File: src/hdl/etap_pkg.sv
// Package: shared types and constants for the edge taper apodization block.
package etap_pkg;

   // Field and register widths
   localparam int PixelW    = 16;
   localparam int DistW     = 16;
   localparam int FracW     = 4;
   localparam int IdxW      = DistW - FracW;
   localparam int KW        = 11;
   localparam int FrameDimW = 13;
   localparam int TaperW    = 10;
   localparam int InvW      = 17;
   localparam int WeightW   = 17;
   localparam int CsrIndexW = 3;
   localparam int CsrDataW  = 17;

   // Shared multiplier operand and product widths
   localparam int MulW  = 18;
   localparam int ProdW = 2 * MulW;

   // Q1.16 / Q2.16 constants
   localparam logic [WeightW-1:0] OneQ16   = 17'd65536;
   localparam logic [MulW-1:0]    ThreeQ16 = 18'd196608;
   localparam logic [33:0]        RoundQ16 = 34'd32768;
   localparam logic [PixelW-1:0]  PixelMax = 16'hFFFF;
   localparam logic [FracW:0]     FracOne  = 5'd16;

   // Queue between front and back
   localparam int QueueDepth  = 4;
   localparam int QueuePtrW   = $clog2(QueueDepth);
   localparam int QueueCountW = $clog2(QueueDepth + 1);

   typedef enum logic [CsrIndexW-1:0] {
      REG_FRAME_WIDTH   = 3'd0,
      REG_FRAME_HEIGHT  = 3'd1,
      REG_TAPER_SIZE    = 3'd2,
      REG_TAPER_INVERSE = 3'd3,
      REG_MASKED_MODE   = 3'd4
   } etap_reg_type;

   typedef enum logic [1:0] {
      KIND_PASS  = 2'd0,
      KIND_ZERO  = 2'd1,
      KIND_TAPER = 2'd2
   } etap_kind_type;

   typedef enum logic [2:0] {
      BK_IDLE   = 3'd0,
      BK_T      = 3'd1,
      BK_T2     = 3'd2,
      BK_W      = 3'd3,
      BK_BLEND0 = 3'd4,
      BK_BLEND1 = 3'd5,
      BK_SCALE  = 3'd6
   } etap_back_state_type;

   typedef struct packed {
      logic [PixelW-1:0] pixel_value;
      logic [DistW-1:0]  edge_distance;
   } etap_req_type;

   typedef struct packed {
      logic [PixelW-1:0] tapered_value;
      logic              frame_end;
   } etap_rsp_type;

   typedef struct packed {
      logic [FrameDimW-1:0] frame_width;
      logic [FrameDimW-1:0] frame_height;
      logic [TaperW-1:0]    taper_size;
      logic [InvW-1:0]      taper_inverse;
      logic                 masked_mode;
   } etap_cfg_type;

   typedef struct packed {
      etap_kind_type     kind;
      logic              blend;
      logic [KW-1:0]     k;
      logic [FracW-1:0]  frac;
      logic [PixelW-1:0] pixel;
      logic              frame_end;
   } etap_entry_type;

   typedef struct packed {
      logic [QueueCountW-1:0] count;
      logic                   full;
      logic                   empty;
   } etap_queue_status_type;

endpackage

File: src/hdl/etap_front.sv
// Front end: frame counters, edge distance and request classification.
module etap_front #(
   parameter int MAX_DIM = 4096
) (
   input  logic                   clock,
   input  logic                   reset,
   input  logic                   req_valid,
   input  etap_pkg::etap_req_type req_data,
   input  etap_pkg::etap_cfg_type cfg,
   input  logic                   queue_full,
   output logic                   req_stall,
   output logic                   push,
   output etap_pkg::etap_entry_type push_entry
);

   localparam int CntW = $clog2(MAX_DIM);
   localparam int DimW = (CntW + 1 > etap_pkg::FrameDimW) ? CntW + 1 : etap_pkg::FrameDimW;

   logic [CntW-1:0] col_ff, col_in;
   logic [CntW-1:0] row_ff, row_in;

   logic [DimW-1:0] fw_raw, fh_raw, fw, fh;
   logic [DimW-1:0] col_x, row_x, right, bottom, dmin_h, dmin_v, dmin;
   logic [DimW-1:0] taper_x;
   logic            last_col, last_row;
   logic [etap_pkg::IdxW-1:0] idx;

   always_comb begin
      fw_raw = DimW'(cfg.frame_width);
      fh_raw = DimW'(cfg.frame_height);
      if (fw_raw == '0) fw = DimW'(1);
      else if (fw_raw > DimW'(MAX_DIM)) fw = DimW'(MAX_DIM);
      else fw = fw_raw;
      if (fh_raw == '0) fh = DimW'(1);
      else if (fh_raw > DimW'(MAX_DIM)) fh = DimW'(MAX_DIM);
      else fh = fh_raw;

      col_x    = DimW'(col_ff);
      row_x    = DimW'(row_ff);
      last_col = (col_x + DimW'(1)) >= fw;
      last_row = (row_x + DimW'(1)) >= fh;
      right    = (col_x < fw) ? (fw - DimW'(1) - col_x) : '0;
      bottom   = (row_x < fh) ? (fh - DimW'(1) - row_x) : '0;
      dmin_h   = (col_x < right) ? col_x : right;
      dmin_v   = (row_x < bottom) ? row_x : bottom;
      dmin     = (dmin_h < dmin_v) ? dmin_h : dmin_v;
      taper_x  = DimW'(cfg.taper_size);
      idx      = req_data.edge_distance[etap_pkg::DistW-1:etap_pkg::FracW];

      push_entry.pixel     = req_data.pixel_value;
      push_entry.frame_end = last_col && last_row;
      push_entry.frac      = req_data.edge_distance[etap_pkg::FracW-1:0];
      push_entry.blend     = cfg.masked_mode;
      push_entry.k         = '0;
      push_entry.kind      = etap_pkg::KIND_PASS;

      if (cfg.taper_size != '0) begin
         if (cfg.masked_mode) begin
            if (req_data.edge_distance == '0) begin
               push_entry.kind = etap_pkg::KIND_ZERO;
            end else if (idx < etap_pkg::IdxW'(cfg.taper_size)) begin
               push_entry.kind = etap_pkg::KIND_TAPER;
               push_entry.k    = idx[etap_pkg::KW-1:0];
            end
         end else if (dmin < taper_x) begin
            push_entry.kind = etap_pkg::KIND_TAPER;
            push_entry.k    = dmin[etap_pkg::KW-1:0];
         end
      end

      req_stall = queue_full;
      push      = req_valid && !queue_full;

      col_in = col_ff;
      row_in = row_ff;
      if (push) begin
         if (last_col) begin
            col_in = '0;
            row_in = last_row ? '0 : row_ff + CntW'(1);
         end else begin
            col_in = col_ff + CntW'(1);
         end
      end
   end

   always_ff @(posedge clock) begin
      if (reset) begin
         col_ff <= '0;
         row_ff <= '0;
      end else begin
         col_ff <= col_in;
         row_ff <= row_in;
      end
   end

endmodule

File: src/hdl/etap_queue.sv
// Short request queue between front and back.
module etap_queue (
   input  logic                            clock,
   input  logic                            reset,
   input  logic                            push,
   input  etap_pkg::etap_entry_type        push_entry,
   input  logic                            pop,
   output etap_pkg::etap_entry_type        head,
   output etap_pkg::etap_queue_status_type status
);

   etap_pkg::etap_entry_type entry_ff [etap_pkg::QueueDepth];

   logic [etap_pkg::QueuePtrW-1:0]   wr_ptr_ff, wr_ptr_in;
   logic [etap_pkg::QueuePtrW-1:0]   rd_ptr_ff, rd_ptr_in;
   logic [etap_pkg::QueueCountW-1:0] count_ff, count_in;

   always_comb begin
      wr_ptr_in = push ? wr_ptr_ff + etap_pkg::QueuePtrW'(1) : wr_ptr_ff;
      rd_ptr_in = pop ? rd_ptr_ff + etap_pkg::QueuePtrW'(1) : rd_ptr_ff;
      count_in  = count_ff + etap_pkg::QueueCountW'(push) - etap_pkg::QueueCountW'(pop);

      head         = entry_ff[rd_ptr_ff];
      status.count = count_ff;
      status.full  = count_ff == etap_pkg::QueueCountW'(etap_pkg::QueueDepth);
      status.empty = count_ff == '0;
   end

   always_ff @(posedge clock) begin
      if (push) begin
         entry_ff[wr_ptr_ff] <= push_entry;
      end
   end

   always_ff @(posedge clock) begin
      if (reset) begin
         wr_ptr_ff <= '0;
         rd_ptr_ff <= '0;
         count_ff  <= '0;
      end else begin
         wr_ptr_ff <= wr_ptr_in;
         rd_ptr_ff <= rd_ptr_in;
         count_ff  <= count_in;
      end
   end

endmodule

File: src/hdl/etap_back.sv
// Back end: smoothstep weight sequencer on one shared multiplier, output register.
module etap_back (
   input  logic                                clock,
   input  logic                                reset,
   input  logic [etap_pkg::InvW-1:0]           taper_inverse,
   input  etap_pkg::etap_entry_type            head,
   input  etap_pkg::etap_queue_status_type     queue_status,
   output logic                                pop,
   output logic                                rsp_valid,
   input  logic                                rsp_stall,
   output etap_pkg::etap_rsp_type              rsp_data
);

   localparam int MulW  = etap_pkg::MulW;
   localparam int ProdW = etap_pkg::ProdW;
   localparam int WW    = etap_pkg::WeightW;
   localparam int AccW  = 22;

   etap_pkg::etap_back_state_type state_ff, state_in;

   logic [etap_pkg::KW-1:0]     k_ff, k_in;
   logic [etap_pkg::FracW-1:0]  frac_ff, frac_in;
   logic                        blend_ff, blend_in;
   logic                        second_ff, second_in;
   logic [etap_pkg::PixelW-1:0] pixel_ff, pixel_in;
   logic                        fend_ff, fend_in;
   logic [WW-1:0]               t_ff, t_in;
   logic [WW-1:0]               t2_ff, t2_in;
   logic [WW-1:0]               w0_ff, w0_in;
   logic [WW-1:0]               w1_ff, w1_in;
   logic [AccW-1:0]             acc_ff, acc_in;
   logic [WW-1:0]               wt_ff, wt_in;
   logic                        rsp_valid_ff, rsp_valid_in;
   etap_pkg::etap_rsp_type      rsp_data_ff, rsp_data_in;

   logic [MulW-1:0]  mul_a, mul_b;
   logic [ProdW-1:0] prod;
   logic [MulW-1:0]  s_val;
   logic [WW-1:0]    w_new;
   logic [AccW-1:0]  blend_sum;
   logic [33:0]      scaled;
   logic             out_free;

   always_comb begin
      s_val = etap_pkg::ThreeQ16 - {t_ff, 1'b0};
      unique case (state_ff)
         etap_pkg::BK_T: begin
            mul_a = MulW'(k_ff);
            mul_b = MulW'(taper_inverse);
         end
         etap_pkg::BK_T2: begin
            mul_a = MulW'(t_ff);
            mul_b = MulW'(t_ff);
         end
         etap_pkg::BK_W: begin
            mul_a = MulW'(t2_ff);
            mul_b = s_val;
         end
         etap_pkg::BK_BLEND0: begin
            mul_a = MulW'(w0_ff);
            mul_b = MulW'(etap_pkg::FracOne - (etap_pkg::FracW + 1)'(frac_ff));
         end
         etap_pkg::BK_BLEND1: begin
            mul_a = MulW'(w1_ff);
            mul_b = MulW'(frac_ff);
         end
         etap_pkg::BK_SCALE: begin
            mul_a = MulW'(pixel_ff);
            mul_b = MulW'(wt_ff);
         end
         default: begin
            mul_a = '0;
            mul_b = '0;
         end
      endcase
      prod = ProdW'(mul_a) * ProdW'(mul_b);
   end

   always_comb begin
      state_in     = state_ff;
      k_in         = k_ff;
      frac_in      = frac_ff;
      blend_in     = blend_ff;
      second_in    = second_ff;
      pixel_in     = pixel_ff;
      fend_in      = fend_ff;
      t_in         = t_ff;
      t2_in        = t2_ff;
      w0_in        = w0_ff;
      w1_in        = w1_ff;
      acc_in       = acc_ff;
      wt_in        = wt_ff;
      rsp_data_in  = rsp_data_ff;
      out_free     = !rsp_valid_ff || !rsp_stall;
      rsp_valid_in = rsp_valid_ff && rsp_stall;
      pop          = 1'b0;

      w_new     = (prod[ProdW-1:16] > 20'(etap_pkg::OneQ16)) ? etap_pkg::OneQ16
                                                             : prod[32:16];
      blend_sum = acc_ff + prod[AccW-1:0];
      scaled    = prod[33:0] + etap_pkg::RoundQ16;

      unique case (state_ff)
         etap_pkg::BK_IDLE: begin
            if (!queue_status.empty) begin
               if (head.kind == etap_pkg::KIND_TAPER) begin
                  pop       = 1'b1;
                  k_in      = head.k;
                  frac_in   = head.frac;
                  blend_in  = head.blend;
                  pixel_in  = head.pixel;
                  fend_in   = head.frame_end;
                  second_in = 1'b0;
                  state_in  = etap_pkg::BK_T;
               end else if (out_free) begin
                  // Pass and zero requests leave straight from the queue head.
                  pop                       = 1'b1;
                  rsp_valid_in              = 1'b1;
                  rsp_data_in.frame_end     = head.frame_end;
                  rsp_data_in.tapered_value =
                     (head.kind == etap_pkg::KIND_ZERO) ? '0 : head.pixel;
               end
            end
         end
         etap_pkg::BK_T: begin
            t_in     = (prod[ProdW-1:16] != '0) ? etap_pkg::OneQ16 : WW'(prod[15:0]);
            state_in = etap_pkg::BK_T2;
         end
         etap_pkg::BK_T2: begin
            t2_in    = prod[32:16];
            state_in = etap_pkg::BK_W;
         end
         etap_pkg::BK_W: begin
            if (second_ff) begin
               w1_in    = w_new;
               state_in = etap_pkg::BK_BLEND0;
            end else if (blend_ff) begin
               w0_in     = w_new;
               k_in      = k_ff + etap_pkg::KW'(1);
               second_in = 1'b1;
               state_in  = etap_pkg::BK_T;
            end else begin
               wt_in    = w_new;
               state_in = etap_pkg::BK_SCALE;
            end
         end
         etap_pkg::BK_BLEND0: begin
            acc_in   = prod[AccW-1:0];
            state_in = etap_pkg::BK_BLEND1;
         end
         etap_pkg::BK_BLEND1: begin
            wt_in    = blend_sum[20:4];
            state_in = etap_pkg::BK_SCALE;
         end
         etap_pkg::BK_SCALE: begin
            if (out_free) begin
               rsp_valid_in              = 1'b1;
               rsp_data_in.frame_end     = fend_ff;
               rsp_data_in.tapered_value =
                  (scaled[33:16] > 18'(etap_pkg::PixelMax)) ? etap_pkg::PixelMax
                                                            : scaled[31:16];
               state_in = etap_pkg::BK_IDLE;
            end
         end
         default: begin
            state_in = etap_pkg::BK_IDLE;
         end
      endcase
   end

   always_ff @(posedge clock) begin
      if (reset) begin
         state_ff     <= etap_pkg::BK_IDLE;
         rsp_valid_ff <= 1'b0;
      end else begin
         state_ff     <= state_in;
         rsp_valid_ff <= rsp_valid_in;
      end
   end

   always_ff @(posedge clock) begin
      k_ff        <= k_in;
      frac_ff     <= frac_in;
      blend_ff    <= blend_in;
      second_ff   <= second_in;
      pixel_ff    <= pixel_in;
      fend_ff     <= fend_in;
      t_ff        <= t_in;
      t2_ff       <= t2_in;
      w0_ff       <= w0_in;
      w1_ff       <= w1_in;
      acc_ff      <= acc_in;
      wt_ff       <= wt_in;
      rsp_data_ff <= rsp_data_in;
   end

   assign rsp_valid = rsp_valid_ff;
   assign rsp_data  = rsp_data_ff;

endmodule

File: src/hdl/edge_taper_apodization.sv
// Edge taper apodization: smoothstep border weighting of a raster pixel stream.
// Pass-through and zero pixels leave straight from the queue head; a full-mode taper pixel
//   runs the states T, T2, W and SCALE, a masked-mode one T, T2, W twice (two weights), then BLEND0, BLEND1, SCALE.
// Throughput: one pixel per cycle outside the taper while the sink does not stall; inside it the
//   single shared multiplier takes one pixel at a time; a full queue stalls the input.
// Reset: synchronous, active high; clears counters, queue, sequencer, output valid; 1 x 1 frame.
module edge_taper_apodization #(
   parameter int MAX_DIM = 4096
) (
   input  logic                                 clock,
   input  logic                                 reset,

   input  logic                                 req_valid,
   output logic                                 req_stall,
   input  etap_pkg::etap_req_type               req_data,

   output logic                                 rsp_valid,
   input  logic                                 rsp_stall,
   output etap_pkg::etap_rsp_type               rsp_data,

   input  logic                                 csr_write_en,
   input  logic [etap_pkg::CsrIndexW-1:0]       csr_index,
   input  logic [etap_pkg::CsrDataW-1:0]        csr_data
);

   etap_pkg::etap_cfg_type          cfg_ff, cfg_in;
   etap_pkg::etap_entry_type        push_entry, head;
   etap_pkg::etap_queue_status_type q_status;
   logic                            push, pop;

   // Register file: write-only, decoded by index; unknown indexes are dropped.
   always_comb begin
      cfg_in = cfg_ff;
      if (csr_write_en) begin
         unique case (etap_pkg::etap_reg_type'(csr_index))
            etap_pkg::REG_FRAME_WIDTH:   cfg_in.frame_width   = csr_data[etap_pkg::FrameDimW-1:0];
            etap_pkg::REG_FRAME_HEIGHT:  cfg_in.frame_height  = csr_data[etap_pkg::FrameDimW-1:0];
            etap_pkg::REG_TAPER_SIZE:    cfg_in.taper_size    = csr_data[etap_pkg::TaperW-1:0];
            etap_pkg::REG_TAPER_INVERSE: cfg_in.taper_inverse = csr_data[etap_pkg::InvW-1:0];
            etap_pkg::REG_MASKED_MODE:   cfg_in.masked_mode   = csr_data[0];
            default: begin
               cfg_in = cfg_ff;
            end
         endcase
      end
   end

   always_ff @(posedge clock) begin
      if (reset) begin
         cfg_ff.frame_width   <= etap_pkg::FrameDimW'(1);
         cfg_ff.frame_height  <= etap_pkg::FrameDimW'(1);
         cfg_ff.taper_size    <= '0;
         cfg_ff.taper_inverse <= '0;
         cfg_ff.masked_mode   <= 1'b0;
      end else begin
         cfg_ff <= cfg_in;
      end
   end

   // Front: track row and column, classify each request, push into the queue.
   etap_front #(
      .MAX_DIM (MAX_DIM)
   ) u_front (
      .clock      (clock),
      .reset      (reset),
      .req_valid  (req_valid),
      .req_data   (req_data),
      .cfg        (cfg_ff),
      .queue_full (q_status.full),
      .req_stall  (req_stall),
      .push       (push),
      .push_entry (push_entry)
   );

   // Queue: decouple the counter side from the weight sequencer.
   etap_queue u_queue (
      .clock      (clock),
      .reset      (reset),
      .push       (push),
      .push_entry (push_entry),
      .pop        (pop),
      .head       (head),
      .status     (q_status)
   );

   // Back: compute the weight, scale the pixel, hold the result for the sink.
   etap_back u_back (
      .clock         (clock),
      .reset         (reset),
      .taper_inverse (cfg_ff.taper_inverse),
      .head          (head),
      .queue_status  (q_status),
      .pop           (pop),
      .rsp_valid     (rsp_valid),
      .rsp_stall     (rsp_stall),
      .rsp_data      (rsp_data)
   );

   // Queue occupancy stays within its depth.
   assert property (@(posedge clock) disable iff (reset)
      q_status.count <= etap_pkg::QueueCountW'(etap_pkg::QueueDepth))
      else $error("queue occupancy beyond depth");

   // Occupancy moves by exactly the pushes and pops of the previous cycle.
   assert property (@(posedge clock) disable iff (reset)
      !$past(reset) |-> q_status.count ==
         etap_pkg::QueueCountW'($past(q_status.count) +
            etap_pkg::QueueCountW'($past(push)) - etap_pkg::QueueCountW'($past(pop))))
      else $error("queue occupancy out of step with push and pop");

   // The back end never takes a request from an empty queue.
   assert property (@(posedge clock) disable iff (reset)
      pop |-> !q_status.empty)
      else $error("pop from empty queue");

endmodule

File: config.mk
export PLATFORM = sky130hd
export DESIGN_NAME = edge_taper_apodization
export DESIGN_NICKNAME = d
export VERILOG_FILES = /design/src/hdl/etap_pkg.sv /design/src/hdl/etap_front.sv /design/src/hdl/etap_queue.sv /design/src/hdl/etap_back.sv /design/src/hdl/edge_taper_apodization.sv
export SDC_FILE = /design/constraint.sdc
export NUM_CORES = 2
export LEC_CHECK = 0
export ABC_AREA = 1
export BUFFER_PORTS_ARGS = -buffer_cell sky130_fd_sc_hd__buf_4
export CAP_MARGIN = 20
export CORE_MARGIN = 5
export CORE_UTILIZATION = 65
export DETAILED_ROUTE_END_ITERATION = 8
export PLACE_DENSITY = 0.85
export SKIP_LAST_GASP = 1
export SYNTH_ARGS = -nofsm -noshare
export SYNTH_HDL_FRONTEND = slang
export SYNTH_SLANG_ARGS = --single-unit
File: constraint.sdc
create_clock -name clock -period 17.4 [get_ports clock]
set_clock_uncertainty 0.2 [all_clocks]
set_input_delay 1.74 -clock clock [delete_from_list [all_inputs] [get_ports clock]]
set_output_delay 1.74 -clock clock [all_outputs]
set_load 0.01 [all_outputs]
==> impl_metrics.py <==
metrics = {
    "run_status": {
        "outcome": "completed",
    },
    "critical_path": {
        "timing.rr.end": "u_back.rsp_data[12]$_DFFE_PP_",
        "cpMostUsedCell": "inv_1",
        "worst-setup-path-type": "reg -> reg",
        "path_buf_inv": 11,
        "ff2ff_path_depth": 37,
        "start_kind": "flip-flop",
        "cp_top_family": "adder cells",
        "r2r_start": "u_back.state_ff[1]$_SDFFE_PP0P_",
        "cp_max_fo": 38,
        "cp_slowest_cell": "clkinv_1",
        "slowest_delay_ns": 0.68,
        "end_kind": "flip-flop",
        "critPathRequiredTime_ns": 17.50,
        "reg2reg_slack_ns": 6.87,
        "critical_path_arrival_ns": 10.63,
    },
    "power_and_ir_drop": {
        "sw_frac_of_total_pct": 43.2,
        "p_seq_share_pct": 34.0,
        "p_clk_share_pct": 20.1,
        "intPower_w": 0.00215,
        "power.leakage_nw": 16.6,
        "power_frac_comb_pct": 45.8,
        "power.switching_w": 0.00164,
        "p_per_area_nw_per_um2": 108,
        "ir_drop_uv": 151,
    },
    "drt": {
        "post_drt_via_cell_ratio": 5.81,
        "drtIter0Drc": 2852,
        "wl_um": 85300,
        "dr.pass1.iters": 6,
        "drc": 0,
        "dr_total_vias": 26600,
        "detail-route-antenna-nets": 0,
        "wire_per_inst_um": 18.7,
    },
    "cells_and_area": {
        "drive_gt1_share_pct": 7.34,
        "fillers": 3664,
        "antennaDiodeCount": 0,
        "nets": 4448,
        "utilization_pct": 71.0,
        "multiInputGateArea_um2": 18500,
        "regArea_um2": 10700,
        "areaGrowthSynthToFinish_pct": 7.78,
    },
    "floorplan": {
        "rows": 81,
        "start_util_pct": 65.9,
        "die_h_um": 233,
        "io_pins": 76,
        "dieArea_um2": 54400,
        "coreArea_um2": 49200,
        "die_w_um": 233,
    },
    "logic_synthesis": {
        "synth-seq-cells": 388,
        "syn_inst": 3832,
        "synth.most_common_cell": "nand2_1",
        "syn_area_per_cell_um2": 8.45,
        "synth.cells.most_frequent": "nand2_1 (720), inv_1 (715), nor2_1 (414)",
        "yosysUniqueCellTypes": 70,
        "synth-edff-count": 297,
        "async_reset_ff_share_pct": 0,
        "netlist.area_leader.share_pct": 27.5,
        "syn_area_um2": 32400,
        "yosysWarnings": 0,
        "yosysSeqAreaShare_pct": 33.2,
        "ys_top_cells_by_area": "edfxtp_1 (28%), fa_1 (15%), ha_1 (10%), nand2_1 (8.3%), inv_1 (8.3%)",
        "synth_top_area_cell": "edfxtp_1",
        "ys_dominant_reg_cell": "edfxtp_1",
    },
    "grt": {
        "track_usage_pct": 31.4,
        "grt_start_max_net_pins": 72,
        "grt.overflow.total": 0,
        "antenna_found_initial": 0,
        "grt_pass1_wl_um": 136000,
        "first_global_vias": 26000,
    },
    "clocking": {
        "clk_latency_ns": 0.55,
        "cts_tree": "done",
        "postCtsHoldBufs": 0,
        "cts_buffers": 35,
        "clk_pin_slew_ns": 0.06,
        "cts-resized-gates": 0,
        "post_cts_buffers": 0,
        "cts-root-buf": "clkbuf_16",
        "cts_max_path_buffers": 3,
        "cts_htree_levels": 2,
        "clkSinkCount": 388,
    },
    "sta": {
        "fin_crit_ns": 10.53,
        "fin_crit_sh_pct": 60.5,
        "fin_tns_setup_ns": 0,
        "slew_violations": 0,
        "finalHoldViolCount": 0,
        "fmax_mhz": 94.9,
        "rsz0062_at_grt": "false",
        "worst_slew_pin_slew_ns": 1.15,
        "setup_viol": 0,
        "slew_headroom_pct": 21.5,
    },
    "min_path": {
        "min_from": "u_queue.rd_ptr_ff[1]$_SDFFE_PP0P_",
        "holdCritPathClass": "reg -> reg",
        "hold_end": "u_queue.rd_ptr_ff[1]$_SDFFE_PP0P_",
        "whs_path_depth": 1,
    },
    "placed_design": {
        "place.gp.congestion": 0.967,
        "dp_hpwl_um": 64600,
        "port_buffers": 75,
    },
    "flow_run": {
        "cap_violations": 0,
    },
}
[power by group through the flow]
stage	registers (W)	clock network, W	logic [W]
6_report	0.00129	0.000761	0.00173
5_1_grt	0.00130	0.000806	0.00190
4_1_cts	0.00129	0.000766	0.00167
3_5_place_dp	0.00130	0	0.00165
3_3_place_gp	0.00130	0	0.00161
2_1_floorplan	0.00129	0	0.00112
[sequential cells by signal (all words and copies together), names as in the netlist, 2 cells and up, named ones only]
register	count
u_back.state_ff	3
u_queue.entry_ff	140
cfg_ff	54
u_back.w1_ff	17
u_back.wt_ff	17
u_queue.wr_ptr_ff	2
u_back.pixel_ff	16
u_front.row_ff	12
u_back.frac_ff	4
u_back.k_ff	11
u_back.t2_ff	17
u_back.rsp_data	17
u_back.acc_ff	21
u_front.col_ff	12
u_queue.count_ff	3
u_queue.rd_ptr_ff	2
u_back.w0_ff	17
u_back.t_ff	17
[logic make-up (layout without fill, tap and decap cells)]
logic type,count (synthesis),after routing,synth area share [%]
fa+ha+maj,506,506,25.2
other cells,2,6,0.0232
buf+inv,845,921,9.99
mux,9,9,0.278
compound gates,568,568,9.85
flops,388,388,33.2
xor+xnor,84,84,2.72
simple gates,1430,1430,18.8
[worst max path at each step]
stage | end | slack [ns] | startpoint | cells past startpoint
2_1_floorplan | u_back.rsp_data[12]$_DFFE_PP_ | 8.64 | u_back.state_ff[0]$_SDFFE_PP0P_ | 37
3_3_place_gp | u_back.rsp_data[12]$_DFFE_PP_ | 7.06 | u_back.state_ff[2]$_SDFFE_PP0P_ | 36
3_5_place_dp | u_back.rsp_data[12]$_DFFE_PP_ | 6.93 | u_back.state_ff[2]$_SDFFE_PP0P_ | 36
4_1_cts | u_back.rsp_data[12]$_DFFE_PP_ | 6.85 | u_back.state_ff[2]$_SDFFE_PP0P_ | 36
5_1_grt | u_back.rsp_data[12]$_DFFE_PP_ | 6.40 | u_back.state_ff[1]$_SDFFE_PP0P_ | 39
6_report | u_back.rsp_data[12]$_DFFE_PP_ | 6.87 | u_back.state_ff[1]$_SDFFE_PP0P_ | 37
[metal layers]
metal	vias to the layer above	routed length (um)	GRT usage (%)
met2	1320	39400	50.4
met4	0	3860	12.3
met1	12600	34300	43.1
li1	12400	-	-
met5	-	0	0
met3	251	7760	5.01
[cell type report]
| cell class | count | area share [%] |
|---|---|---|
| sequential | 388 | 30.8 |
| tap | 664 | 2.38 |
| inverter | 741 | 7.97 |
| clock buffer | 51 | 2.91 |
| clock inverter | 13 | 0.301 |
| timing repair buffer | 116 | 2.69 |
| multi-input combinational | 2603 | 53.0 |
[placed cells by master (no fill, tap or decap), types with 90 or more instances in the layout]
cell type	instances
o21ai_0	228
fa_1	242
dfxtp_1	90
inv_1	714
nor2_1	409
nand2_1	720
nand3_1	120
a21oi_1	201
buf_4	108
ha_1	264
edfxtp_1	297
[stage by stage]
stage	hold slack [ns]	area, um2	worst slack [ns]	instances	power [W]
global placement	0.221	33600	7.06	4502	0.00292
CTS	0.237	34800	6.85	4567	0.00372
floorplan	0.212	32400	8.64	3836	0.00241
finish	0.240	34900	6.87	4576	0.00378
global route	0.258	34900	6.40	4576	0.00400
detailed placement	0.228	33600	6.93	4503	0.00296
No activity file was read; power rests on OpenSTA's default activity.
